### config.mk
export PLATFORM = sky130hd
export DESIGN_NAME = exif_tiff_header_locator_core
export DESIGN_NICKNAME = d
export VERILOG_FILES = /design/src/rtl/core/exif_thl_pkg.sv /design/src/rtl/core/exif_thl_parser.sv /design/src/rtl/core/exif_thl_outq.sv /design/src/rtl/core/exif_tiff_header_locator_core.sv
export VERILOG_INCLUDE_DIRS = /design/src /design/src/rtl/core
export SDC_FILE = /design/constraint.sdc
export NUM_CORES = 1
export LEC_CHECK = 0
export BUFFER_PORTS_ARGS = -buffer_cell sky130_fd_sc_hd__buf_4
export CAP_MARGIN = 20
export CORE_UTILIZATION = 62
export DETAILED_ROUTE_END_ITERATION = 8
export MAX_ROUTING_LAYER = met4
export PLACE_DENSITY = 0.81
export REMOVE_ABC_BUFFERS = 1
export SYNTH_ARGS = -nofsm -noshare
export SYNTH_HDL_FRONTEND = slang
export SYNTH_SLANG_ARGS = --single-unit
### constraint.sdc
create_clock -name clk -period 9.2 [get_ports clk]
set_clock_uncertainty 0.05 [all_clocks]
set_input_delay 0.46 -clock clk [delete_from_list [all_inputs] [get_ports clk]]
set_output_delay 0.46 -clock clk [all_outputs]
set_load 0.02 [all_outputs]
### src/rtl/core/exif_tiff_header_locator_core_defines.svh
// assertion macros for the exif tiff header locator core
`ifndef EXIF_TIFF_HEADER_LOCATOR_CORE_DEFINES_SVH
`define EXIF_TIFF_HEADER_LOCATOR_CORE_DEFINES_SVH

// condition implies consequence in the same cycle, off while in reset
`define ETHL_ASSERT_SAME(label, ante, cons, msg) \
  label: assert property (@(posedge clk) disable iff (!rst_n) (ante) |-> (cons)) \
    else $error(msg);

// condition implies consequence in the next cycle, off while in reset
`define ETHL_ASSERT_NEXT(label, ante, cons, msg) \
  label: assert property (@(posedge clk) disable iff (!rst_n) (ante) |=> (cons)) \
    else $error(msg);

`endif

### src/rtl/core/exif_thl_pkg.sv
// shared types for the exif tiff header locator
`default_nettype none

package exif_thl_pkg;

  // answer codes
  typedef enum logic [1:0] {
    ST_FOUND      = 2'd0,
    ST_NO_EXIF    = 2'd1,
    ST_BAD_HEADER = 2'd2,
    ST_TOO_SHORT  = 2'd3
  } status_t;

  // one answer word
  typedef struct packed {
    status_t     status;
    logic        little_endian;
    logic [31:0] header_position;
    logic [31:0] first_ifd_offset;
  } result_t;

endpackage

`default_nettype wire

### src/rtl/core/exif_thl_parser.sv
// byte-wise jpeg segment walker and tiff header decoder
`default_nettype none

module exif_thl_parser #(
  parameter int POSITION_BITS = 32
) (
  input  wire logic                  clk,
  input  wire logic                  rst_n,
  input  wire logic                  accept,
  input  wire logic [7:0]            data_byte,
  input  wire logic                  end_of_file,
  output logic                       res_vld,
  output exif_thl_pkg::result_t      res
);
  import exif_thl_pkg::*;

  localparam int EXT_BITS = 64 - POSITION_BITS;

  localparam logic [7:0] BYTE_PREFIX = 8'hFF;
  localparam logic [7:0] BYTE_SOI    = 8'hD8;
  localparam logic [7:0] BYTE_APP1   = 8'hE1;
  localparam logic [7:0] BYTE_SOS    = 8'hDA;
  localparam logic [7:0] BYTE_II     = 8'h49;
  localparam logic [7:0] BYTE_MM     = 8'h4D;
  localparam logic [15:0] TIFF_MAGIC = 16'd42;
  localparam logic [15:0] MIN_LEN    = 16'd2;
  localparam logic [15:0] MIN_APP1   = 16'd8;
  localparam logic [2:0]  SIG_LAST   = 3'd5;
  localparam logic [2:0]  HDR_LAST   = 3'd7;

  typedef enum logic [3:0] {
    PH_FIRST, PH_SECOND, PH_PREFIX, PH_MARKER, PH_LEN_HI,
    PH_LEN_LO, PH_SIG, PH_SKIP, PH_HEADER, PH_DONE
  } phase_t;

  // exif signature "Exif" 00 00
  function automatic logic [7:0] sig_byte(input logic [2:0] idx);
    logic [7:0] val;
    unique case (idx)
      3'd0:    val = 8'h45;
      3'd1:    val = 8'h78;
      3'd2:    val = 8'h69;
      3'd3:    val = 8'h66;
      default: val = 8'h00;
    endcase
    return val;
  endfunction

  phase_t                     phase_r, phase_nxt;
  logic [POSITION_BITS-1:0]   count_r, count_nxt;
  logic [7:0]                 held_r, held_nxt;
  logic [7:0]                 marker_r, marker_nxt;
  logic [15:0]                skip_r, skip_nxt;
  logic                       sig_ok_r, sig_ok_nxt;
  logic [2:0]                 idx_r, idx_nxt;
  logic                       little_r, little_nxt;
  logic [15:0]                magic_r, magic_nxt;
  logic [31:0]                offset_r, offset_nxt;
  logic [POSITION_BITS-1:0]   start_r, start_nxt;

  logic                       dec;
  status_t                    dec_status;
  result_t                    res_c;

  // next state and answer for the byte on the input
  always_comb begin
    logic [15:0] len;
    logic        sig_new;
    logic [63:0] start_ext;
    phase_nxt  = phase_r;
    count_nxt  = count_r + 1'b1;
    held_nxt   = held_r;
    marker_nxt = marker_r;
    skip_nxt   = skip_r;
    sig_ok_nxt = sig_ok_r;
    idx_nxt    = idx_r;
    little_nxt = little_r;
    magic_nxt  = magic_r;
    offset_nxt = offset_r;
    start_nxt  = start_r;
    dec        = 1'b0;
    dec_status = ST_NO_EXIF;
    len        = {held_r, data_byte};
    sig_new    = sig_ok_r & (data_byte == sig_byte(idx_r));
    start_ext  = {{EXT_BITS{1'b0}}, start_r};

    unique case (phase_r)
      PH_FIRST: begin
        held_nxt  = data_byte;
        phase_nxt = PH_SECOND;
      end
      PH_SECOND: begin
        if (held_r == BYTE_PREFIX && data_byte == BYTE_SOI) begin
          phase_nxt = PH_PREFIX;
        end else begin
          // no jpeg: first two bytes are the byte order mark
          start_nxt  = '0;
          sig_ok_nxt = (held_r == data_byte) &&
                       (data_byte == BYTE_II || data_byte == BYTE_MM);
          little_nxt = (data_byte == BYTE_II);
          idx_nxt    = 3'd2;
          magic_nxt  = '0;
          offset_nxt = '0;
          phase_nxt  = PH_HEADER;
        end
      end
      PH_PREFIX: begin
        if (data_byte != BYTE_PREFIX) dec = 1'b1;
        else phase_nxt = PH_MARKER;
      end
      PH_MARKER: begin
        marker_nxt = data_byte;
        if (data_byte == BYTE_SOS) dec = 1'b1;
        else phase_nxt = PH_LEN_HI;
      end
      PH_LEN_HI: begin
        held_nxt  = data_byte;
        phase_nxt = PH_LEN_LO;
      end
      PH_LEN_LO: begin
        if (len < MIN_LEN) begin
          dec = 1'b1;
        end else begin
          skip_nxt = len - MIN_LEN;
          if (marker_r == BYTE_APP1 && len >= MIN_APP1) begin
            idx_nxt    = '0;
            sig_ok_nxt = 1'b1;
            phase_nxt  = PH_SIG;
          end else begin
            phase_nxt = (len != MIN_LEN) ? PH_SKIP : PH_PREFIX;
          end
        end
      end
      PH_SIG: begin
        skip_nxt   = skip_r - 1'b1;
        idx_nxt    = idx_r + 1'b1;
        sig_ok_nxt = sig_new;
        if (idx_r == SIG_LAST) begin
          if (sig_new) begin
            if (end_of_file) begin
              dec = 1'b1;
            end else begin
              // tiff header opens on the next byte
              start_nxt  = count_r + 1'b1;
              idx_nxt    = '0;
              sig_ok_nxt = 1'b1;
              magic_nxt  = '0;
              offset_nxt = '0;
              phase_nxt  = PH_HEADER;
            end
          end else begin
            idx_nxt   = '0;
            phase_nxt = (skip_nxt != '0) ? PH_SKIP : PH_PREFIX;
          end
        end
      end
      PH_SKIP: begin
        skip_nxt = skip_r - 1'b1;
        if (skip_nxt == '0) phase_nxt = PH_PREFIX;
      end
      PH_HEADER: begin
        idx_nxt = idx_r + 1'b1;
        if (idx_r == 3'd0) begin
          held_nxt = data_byte;
        end else if (idx_r == 3'd1) begin
          sig_ok_nxt = (held_r == data_byte) &&
                       (data_byte == BYTE_II || data_byte == BYTE_MM);
          little_nxt = (data_byte == BYTE_II);
        end else if (idx_r <= 3'd3) begin
          magic_nxt = little_r ? {data_byte, magic_r[15:8]} : {magic_r[7:0], data_byte};
        end else begin
          offset_nxt = little_r ? {data_byte, offset_r[31:8]} : {offset_r[23:0], data_byte};
        end
        if (idx_r == HDR_LAST) begin
          dec        = 1'b1;
          dec_status = (sig_ok_r && magic_r == TIFF_MAGIC) ? ST_FOUND : ST_BAD_HEADER;
        end
      end
      PH_DONE: begin
      end
      default: begin
      end
    endcase

    // end of file forces an answer if none was given yet
    if (end_of_file && !dec && phase_r != PH_DONE) begin
      dec        = 1'b1;
      dec_status = (phase_nxt == PH_HEADER || phase_nxt == PH_FIRST ||
                    phase_nxt == PH_SECOND) ? ST_TOO_SHORT : ST_NO_EXIF;
    end
    if (end_of_file && count_r < POSITION_BITS'(3)) begin
      dec        = 1'b1;
      dec_status = ST_TOO_SHORT;
    end

    // answer word, payload only on a found header
    res_c.status = dec_status;
    if (dec_status == ST_FOUND) begin
      res_c.little_endian    = little_r;
      res_c.header_position  = start_ext[31:0];
      res_c.first_ifd_offset = offset_nxt;
    end else begin
      res_c.little_endian    = 1'b0;
      res_c.header_position  = '0;
      res_c.first_ifd_offset = '0;
    end

    if (dec) phase_nxt = PH_DONE;
  end

  assign res_vld = accept & dec;
  assign res     = res_c;

  // walker state, back to reset after the final byte of a file
  always_ff @(posedge clk) begin
    if (!rst_n || (accept && end_of_file)) begin
      phase_r  <= PH_FIRST;
      count_r  <= '0;
      held_r   <= '0;
      marker_r <= '0;
      skip_r   <= '0;
      sig_ok_r <= 1'b1;
      idx_r    <= '0;
      little_r <= 1'b0;
      magic_r  <= '0;
      offset_r <= '0;
      start_r  <= '0;
    end else if (accept) begin
      phase_r  <= phase_nxt;
      count_r  <= count_nxt;
      held_r   <= held_nxt;
      marker_r <= marker_nxt;
      skip_r   <= skip_nxt;
      sig_ok_r <= sig_ok_nxt;
      idx_r    <= idx_nxt;
      little_r <= little_nxt;
      magic_r  <= magic_nxt;
      offset_r <= offset_nxt;
      start_r  <= start_nxt;
    end
  end

endmodule

`default_nettype wire

### src/rtl/core/exif_thl_outq.sv
// two-word result queue between the parser and the output channel
`default_nettype none

module exif_thl_outq (
  input  wire logic                  clk,
  input  wire logic                  rst_n,
  input  wire logic                  push,
  input  wire exif_thl_pkg::result_t push_word,
  input  wire logic                  out_stall,
  output logic                       out_valid,
  output exif_thl_pkg::result_t      out_word,
  output logic                       full
);
  import exif_thl_pkg::*;

  result_t     q_r [2];
  logic        wr_ptr_r;
  logic        rd_ptr_r;
  logic [1:0]  cnt_r;
  logic        pop;

  assign out_valid = (cnt_r != 2'd0);
  assign full      = (cnt_r == 2'd2);
  assign out_word  = q_r[rd_ptr_r];
  assign pop       = out_valid & ~out_stall;

  // storage
  always_ff @(posedge clk) begin
    if (push) q_r[wr_ptr_r] <= push_word;
  end

  // pointers and fill count
  always_ff @(posedge clk) begin
    if (!rst_n) begin
      wr_ptr_r <= 1'b0;
      rd_ptr_r <= 1'b0;
      cnt_r    <= 2'd0;
    end else begin
      if (push) wr_ptr_r <= ~wr_ptr_r;
      if (pop)  rd_ptr_r <= ~rd_ptr_r;
      if (push && !pop)      cnt_r <= cnt_r + 2'd1;
      else if (pop && !push) cnt_r <= cnt_r - 2'd1;
    end
  end

endmodule

`default_nettype wire

### src/rtl/core/exif_tiff_header_locator_core.sv
// top level of the exif tiff header locator
//
//  channel  direction  handshake           word
//  in_      input      in_valid/in_stall   data_byte, end_of_file
//  out_     output     out_valid/out_stall status, little_endian, header_position,
//                                          first_ifd_offset
//
// one byte is taken per cycle unless in_stall is high; the answer is queued with the byte that settles it
// a two-word result queue sets the stall: in_stall is high only while both entries wait
// synchronous active-low reset empties the queue and restarts the walker at a new file
// after the final byte of a file all walker state returns to its reset values
`default_nettype none
`include "exif_tiff_header_locator_core_defines.svh"

module exif_tiff_header_locator_core #(
  parameter int POSITION_BITS = 32
) (
  input  wire logic        clk,
  input  wire logic        rst_n,
  input  wire logic        in_valid,
  output logic             in_stall,
  input  wire logic [7:0]  in_data_byte,
  input  wire logic        in_end_of_file,
  output logic             out_valid,
  input  wire logic        out_stall,
  output logic [1:0]       out_status,
  output logic             out_little_endian,
  output logic [31:0]      out_header_position,
  output logic [31:0]      out_first_ifd_offset
);
  import exif_thl_pkg::*;

  logic    in_accept;
  logic    res_vld;
  result_t res_word;
  result_t out_word;
  logic    q_full;

  assign in_stall  = q_full;
  assign in_accept = in_valid & ~in_stall;

  // segment walker and header decoder
  exif_thl_parser #(
    .POSITION_BITS (POSITION_BITS)
  ) u_parser (
    .clk         (clk),
    .rst_n       (rst_n),
    .accept      (in_accept),
    .data_byte   (in_data_byte),
    .end_of_file (in_end_of_file),
    .res_vld     (res_vld),
    .res         (res_word)
  );

  // result queue
  exif_thl_outq u_outq (
    .clk       (clk),
    .rst_n     (rst_n),
    .push      (res_vld),
    .push_word (res_word),
    .out_stall (out_stall),
    .out_valid (out_valid),
    .out_word  (out_word),
    .full      (q_full)
  );

  assign out_status           = out_word.status;
  assign out_little_endian    = out_word.little_endian;
  assign out_header_position  = out_word.header_position;
  assign out_first_ifd_offset = out_word.first_ifd_offset;

  // checks
  `ETHL_ASSERT_SAME(a_push_not_full, res_vld, !q_full, "result pushed into a full queue")
  `ETHL_ASSERT_SAME(a_stall_has_word, in_stall, out_valid, "input stalled with no word waiting")
  `ETHL_ASSERT_SAME(a_fail_payload_zero, out_valid && out_status != ST_FOUND, out_little_endian == 1'b0 && out_header_position == '0 && out_first_ifd_offset == '0, "failed answer carries payload")
  `ETHL_ASSERT_NEXT(a_push_shows, res_vld, out_valid, "pushed result not visible")

endmodule

`default_nettype wire

==> results of run 1 <==
## path summary, 6_finish.rpt
path	start	slack [ns]	cells after the start	endpoint
setup reg to reg	u_parser.idx_r[2]	5.23	12	u_parser.offset_r[25]
setup / recovery	u_parser.idx_r[2]	5.23	12	u_parser.offset_r[25]
hold reg to reg	u_parser.start_r[12]	0.40	2	u_parser.start_r[12]
hold / removal	in_data_byte[1]	0.20	3	u_parser.marker_r[1]
## cells in the final DEF (no fill, tap or decap), types with 46 or more instances in the layout
cell / count
nor3_1: 50
nand3_1: 69
nand2_1: 174
and2_1: 48
buf_4: 96
nor2_1: 122
xnor2_1: 46
dfxtp_1: 156
a21oi_1: 101
edfxtp_1: 134
mux2_2: 83
o21ai_0: 105
## layout make-up
cell class	count	area, um^2	area share
Clock buffer	32	747	0.0451
Clock inverter	22	304	0.0184
Inverter	42	158	0.00953
Multi-Input combinational cell	1109	6960	0.421
Sequential cell	292	7190	0.434
Tap cell	319	399	0.0241
Timing Repair Buffer	99	791	0.0478
## state kept, by name (all words and copies together) (netlist names), 2 cells and up, named ones only
register,cells
u_parser.magic_r,16
u_parser.start_r,32
u_outq.q_r,134
u_parser.marker_r,8
u_parser.skip_r,16
u_parser.offset_r,32
u_parser.idx_r,3
u_outq.cnt_r,2
u_parser.held_r,8
u_parser.phase_r,4
u_parser.count_r,32
## per-layer routing
layer,wire [um],GRT usage
met2,16500,0.474
met4,928,0.0957
met3,2300,0.0382
met1,15400,0.380
met5,0,-
## critical path, stage by stage, from the launching register on
cell and delay [ns]:
dfxtp_1 0.56, inv_1 0.11, ha_1 0.27, or3_1 0.32, a211o_1 0.31, nand3_1 0.18
a31oi_1 0.25, nor4b_2 0.49, o31ai_4 0.11, buf_4 0.27, nor2_2 0.55, buf_8 0.24
o21ai_0 0.12
## report_power, final
group	internal, W	total, W	switching (W)
Combinational	0.000295	0.000757	0.000462
Clock	0.000784	0.00130	0.000512
Sequential	0.00144	0.00148	0.0000413
Total	0.00252	0.00353	0.00101
## logic make-up (layout without fill, tap and decap cells)
| kind of cell | count (synthesis) | in the layout | share of synthesized area |
|---|---|---|---|
| AO/OA/AOI/OAI | 311 | 311 | 0.130 |
| AND/OR/NAND/NOR | 599 | 599 | 0.203 |
| multiplexers | 104 | 104 | 0.0775 |
| XOR/XNOR | 83 | 83 | 0.0492 |
| buffers and inverters | 165 | 195 | 0.0435 |
| flip-flops | 292 | 292 | 0.487 |
| adder cells (fa/ha/maj) | 12 | 12 | 0.0102 |
## stage by stage
step / power [W] / setup WS [ns] / hold slack, ns / utilization
final: 0.00353 / 5.23 / 0.196 / 0.707
after global routing: 0.00365 / 4.94 / 0.191 / 0.707
after CTS: 0.00355 / 5.29 / 0.175 / 0.706
after detailed placement: 0.00226 / 5.33 / 0.394 / 0.661
after global placement: 0.00225 / 5.06 / 0.392 / 0.659
after floorplan: 0.00198 / 2.34 / 0.377 / -
==> run summary, run 1 <==
Synth Register Bits: 292
Antenna violations before repair: 0
Routed Antenna Nets: 0
Number of core rows: 56
Post-synth top area share: 0.272
EDFF count, synth: 134
Worst Setup Path Type: register to register
Die width: 156 um
Worst slew margin: 0.213
Starting DRT DRC Count: 1071
Hold crit path type: input pin to register
Top post-synthesis cells by count: 175 x nand2_1, 158 x dfxtp_1, 134 x edfxtp_1, 124 x nor2_1, 108 x clkbuf_1
Post-route DRC: 0
Sum of negative setup slack: 0 ns
Layout cell share with drive strength beyond 1: 0.163
First-pass GRT wire length: 56100 um
Cells after Synth: 1566
RD Place Congestion: 0.966
Post-CTS sizing: 0
Syn Area/Cell: 9.43 um^2
CTS max path bufs: 3
CTS tree: done
Max cap viols: 0
Placed Cells: 1859
Top-count cell post-synth: nand2_1
PwrDens: 213 mW/mm^2
Synth warn: 0
Diode count: 0
Initial Util: 0.631
Cell taking the most area after synthesis: edfxtp_1
Number of global-route vias before repair: 11100
Hold buffers post-CTS: 0
Wirelength per Cell: 18.4 um
Layout Cells excl Fill: 1915
Full die area: 0.0244 mm^2
DR vias: 11800
Avg Vias per Cell: 6.17
Maximum VDD drop: 156 uV
Clk root buf: clkbuf_16
Count of cell types in the netlist: 73
Clk_lat worst skew: 0.57 ns
Postcts setup bufs: 0
Final wirelength: 35200 um
Final setup fails: 0
Largest net degree at the start of global routing: 102
Element type at the critical path end: register
Ys flop type: dfxtp_1
Synth area leaders: edfxtp_1 27%, dfxtp_1 21%, mux2_2 6.3%
Max Fclk: 252 MHz
Register area share after synthesis: 0.487
Sink Count: 292
Fin. max-slew vios: 0
Placed cell areas: 0.0155 mm^2
Total GRT Usage: 0.293
Port Buffer Count: 81
Worst Tran Pin Value: 1.18 ns
Fillcell total: 1790
Mapped cell area: 0.0148 mm^2
Worst path arrival time: 4.35 ns
# IOs: 82
Final-stage net count: 1598
Synth async-reset ratio: 0
1st-pass router iterations: 6
Status: finished, final reports clean
Final period util: 0.431
LEAKAGE: 5.56 nW
Layout Cell Area excl Fill: 0.0165 mm^2
Die Y: 156 um
RSZ-0062 raised after global routing: false
Clock transition at the registers of the reported paths: 0.07 ns
Area grow syn2layout: 12.0%
CP Launch Type: register
CP required: 9.59 ns
CTS H-tree depth: 1
TritonCTS buffer count: 29
Final Critical Period: 3.97 ns
Fin. Hold Viols: 0
GR Overflow Total: 0
Core ar.: 0.0234 mm^2
Hpwl dp: 22100 um
Crit path max fanout: 35
Note: power is estimated with default switching activity, not from simulation.
==> run 2: changes to the inputs <==
- clock period: 9.2 -> 4.11 ns (I/O delays scaled with it)
==> run summary, run 2 (synthesized netlist as in run 1, its figures left out) <==
Post-CTS sizing: 0 (unchanged)
Hpwl dp: 22600 um (was 22100 um)
Worst path arrival time: 4.23 ns (was 4.35 ns)
Element type at the critical path end: register (unchanged)
Die width: 156 um (unchanged)
Fillcell total: 1722 (was 1790)
GR Overflow Total: 0 (unchanged)
Initial Util: 0.631 (unchanged)
Die Y: 156 um (unchanged)
Clk_lat worst skew: 0.54 ns (was 0.57 ns)
Sink Count: 292 (unchanged)
Routed Antenna Nets: 0 (unchanged)
Commonest non-fill, non-tap cell in the layout: nand2_1 (unchanged)
Worst setup margin: 0.291 ns (was 5.23 ns)
TritonCTS buffer count: 29 (unchanged)
Status: finished, final reports clean (unchanged)
Area grow syn2layout: 12.4% (was 12.0%)
# IOs: 82 (unchanged)
CTS max path bufs: 3 (unchanged)
Postcts setup bufs: 0 (unchanged)
Maximum VDD drop: 301 uV (was 156 uV)
WHS Path Cells: 4 (was 3)
Avg Vias per Cell: 6.15 (was 6.17)
1st-pass router iterations: 6 (unchanged)
Buf/Inv on CP: 3 (unchanged)
Layout Cells excl Fill: 1935 (was 1915)
CP Launch Type: register (unchanged)
Layout cell share with drive strength beyond 1: 0.167 (was 0.163)
Number of core rows: 56 (unchanged)
Antenna violations before repair: 0 (unchanged)
Total GRT Usage: 0.297 (was 0.293)
Final setup fails: 0 (unchanged)
Total power: 0.00774 W (was 0.00353 W)
Max reg flops: 134 (unchanged)
LEAKAGE: 5.62 nW (was 5.56 nW)
Max Fclk: 262 MHz (was 252 MHz)
Fin. Hold Viols: 0 (unchanged)
Max cap viols: 0 (unchanged)
RD Place Congestion: 0.933 (was 0.966)
Crit path max-delay family: simple AND/OR/NAND/NOR gates (unchanged)
Fin. max-slew vios: 0 (unchanged)
CTS H-tree depth: 1 (unchanged)
Port Buffer Count: 81 (unchanged)
CP required: 4.52 ns (was 9.59 ns)
Hold crit path type: input pin to register (unchanged)
Largest reg by FF count: u_outq.q_r (unchanged)
CTS tree: done (unchanged)
Number of global-route vias before repair: 11200 (was 11100)
Clock transition at the registers of the reported paths: 0.06 ns (was 0.07 ns)
Final period util: 0.929 (was 0.431)
Post-route DRC: 0 (unchanged)
Busiest grt layer: met2 (unchanged)
Most frequent cells in the layout: 174 x nand2_1, 156 x dfxtp_1, 134 x edfxtp_1, 123 x nor2_1, 111 x buf_4 (was 174 x nand2_1, 156 x dfxtp_1, 134 x edfxtp_1, 122 x nor2_1, 105 x o21ai_0)
Placed Cells: 1873 (was 1859)
Full die area: 0.0244 mm^2 (unchanged)
Crit-path slowest cell: or4b_1 (was dfxtp_1)
Met2 GRT Util: 0.477 (was 0.474)
Final wirelength: 35300 um (was 35200 um)
Met3 usage: 0.0332 (was 0.0382)
DR vias: 11900 (was 11800)
PwrDens: 466 mW/mm^2 (was 213 mW/mm^2)
Fin Hold WS: 0.128 ns (was 0.196 ns)
Pre-CTS setup slack: 0.337 ns (was 5.33 ns)
Global Route met1 Usage: 0.395 (was 0.380)
Final-stage net count: 1619 (was 1598)
Crit path max fanout: 35 (unchanged)
Final Critical Period: 3.82 ns (was 3.97 ns)
Starting DRT DRC Count: 1051 (was 1071)
Clk root buf: clkbuf_16 (unchanged)
Largest net degree at the start of global routing: 101 (was 102)
Core ar.: 0.0234 mm^2 (unchanged)
Worst Setup Path Type: register to register (unchanged)
Crit path depth: 12 (unchanged)
Crit-path max cell delay: 0.62 ns (was 0.56 ns)
Diode count: 0 (unchanged)
First-pass GRT wire length: 56700 um (was 56100 um)
Critical-path cell list: inv_1, ha_1, or4b_1, nor4_1, xnor2_1, nand4_1, a2111oi_4, o31ai_4, buf_4, a2111oi_4, buf_4, mux2i_1 (was inv_1, ha_1, or3_1, a211o_1, nand3_1, a31oi_1, nor4b_2, o31ai_4, buf_4, nor2_2, buf_8, o21ai_0)
RSZ-0062 raised after global routing: false (unchanged)
Worst Tran Pin Value: 1.10 ns (was 1.18 ns)
Reg2Reg Depth: 12 (unchanged)
Worst slew margin: 0.265 (was 0.213)
Wirelength per Cell: 18.2 um (was 18.4 um)
[run 2: cell types whose count changed in the layout (fill, tap and decap cells not counted), moves of 2 or more]
cell           delta
buf_16            -2
clkinvlp_4        -2
buf_4            +15
inv_6             +2
bufinv_16         -3
clkinv_2          +2
clkbuf_1          +2
dlygate4sd3_1     +8
clkinv_1          -2
clkbuf_8          +2
[run 2: path summary, 6_finish.rpt]
check                        from              endpoint  slack, ns
max reg2reg    u_parser.skip_r[0]   u_parser.magic_r[3]       0.29
max            u_parser.skip_r[0]   u_parser.magic_r[3]       0.29
min reg2reg  u_parser.marker_r[4]  u_parser.marker_r[4]       0.40
min                     out_stall              register       0.13
[run 2: layout make-up]
cell class / instances / area (um^2) / area share
multi-input cells: 1109 / 6960 / 0.419
inverters: 42 / 158 / 0.00949
repair buffers: 120 / 933 / 0.0562
clock inverters: 17 / 190 / 0.0115
flip-flops and latches: 292 / 7190 / 0.433
clock buffers: 36 / 782 / 0.0471
well taps: 319 / 399 / 0.0240
[run 2: timing repair]
action	4_1_cts	5_1_grt
endpoints found under the hold margin	9	0
hold buffers	8	0
setup endpoints to repair	0	0
[run 2: stage by stage]
stage	cell area, um^2	TNS (ns)	utilization
floorplan	14300	-183.75	-
global route	16600	0	0.710
finish	16600	0	0.710
CTS	16600	0	0.709
detailed placement	15500	0	0.664
global placement	15500	0	0.664
[run 2: worst min-delay path: cells and delay by family]
| kind | cells | cell delay (ns) |
|---|---|---|
| simple gates | 2 | 0.30 |
| buf+inv | 1 | 0.08 |
| xor+xnor | 1 | 0.09 |
[run 2: per-layer routing]
layer / up-vias / part of all wire
met4: 0 / 0.028
met2: 459 / 0.48
met5: - / 0
li1: 5661 / -
met3: 71 / 0.065
met1: 5702 / 0.43
[run 2: where the power goes]
group	internal, W	switching, W	leakage, nW
Combinational	0.000679	0.00104	2.60
Clock	0.00160	0.00110	0.479
Sequential	0.00322	0.000104	2.54
Total	0.00550	0.00224	5.62
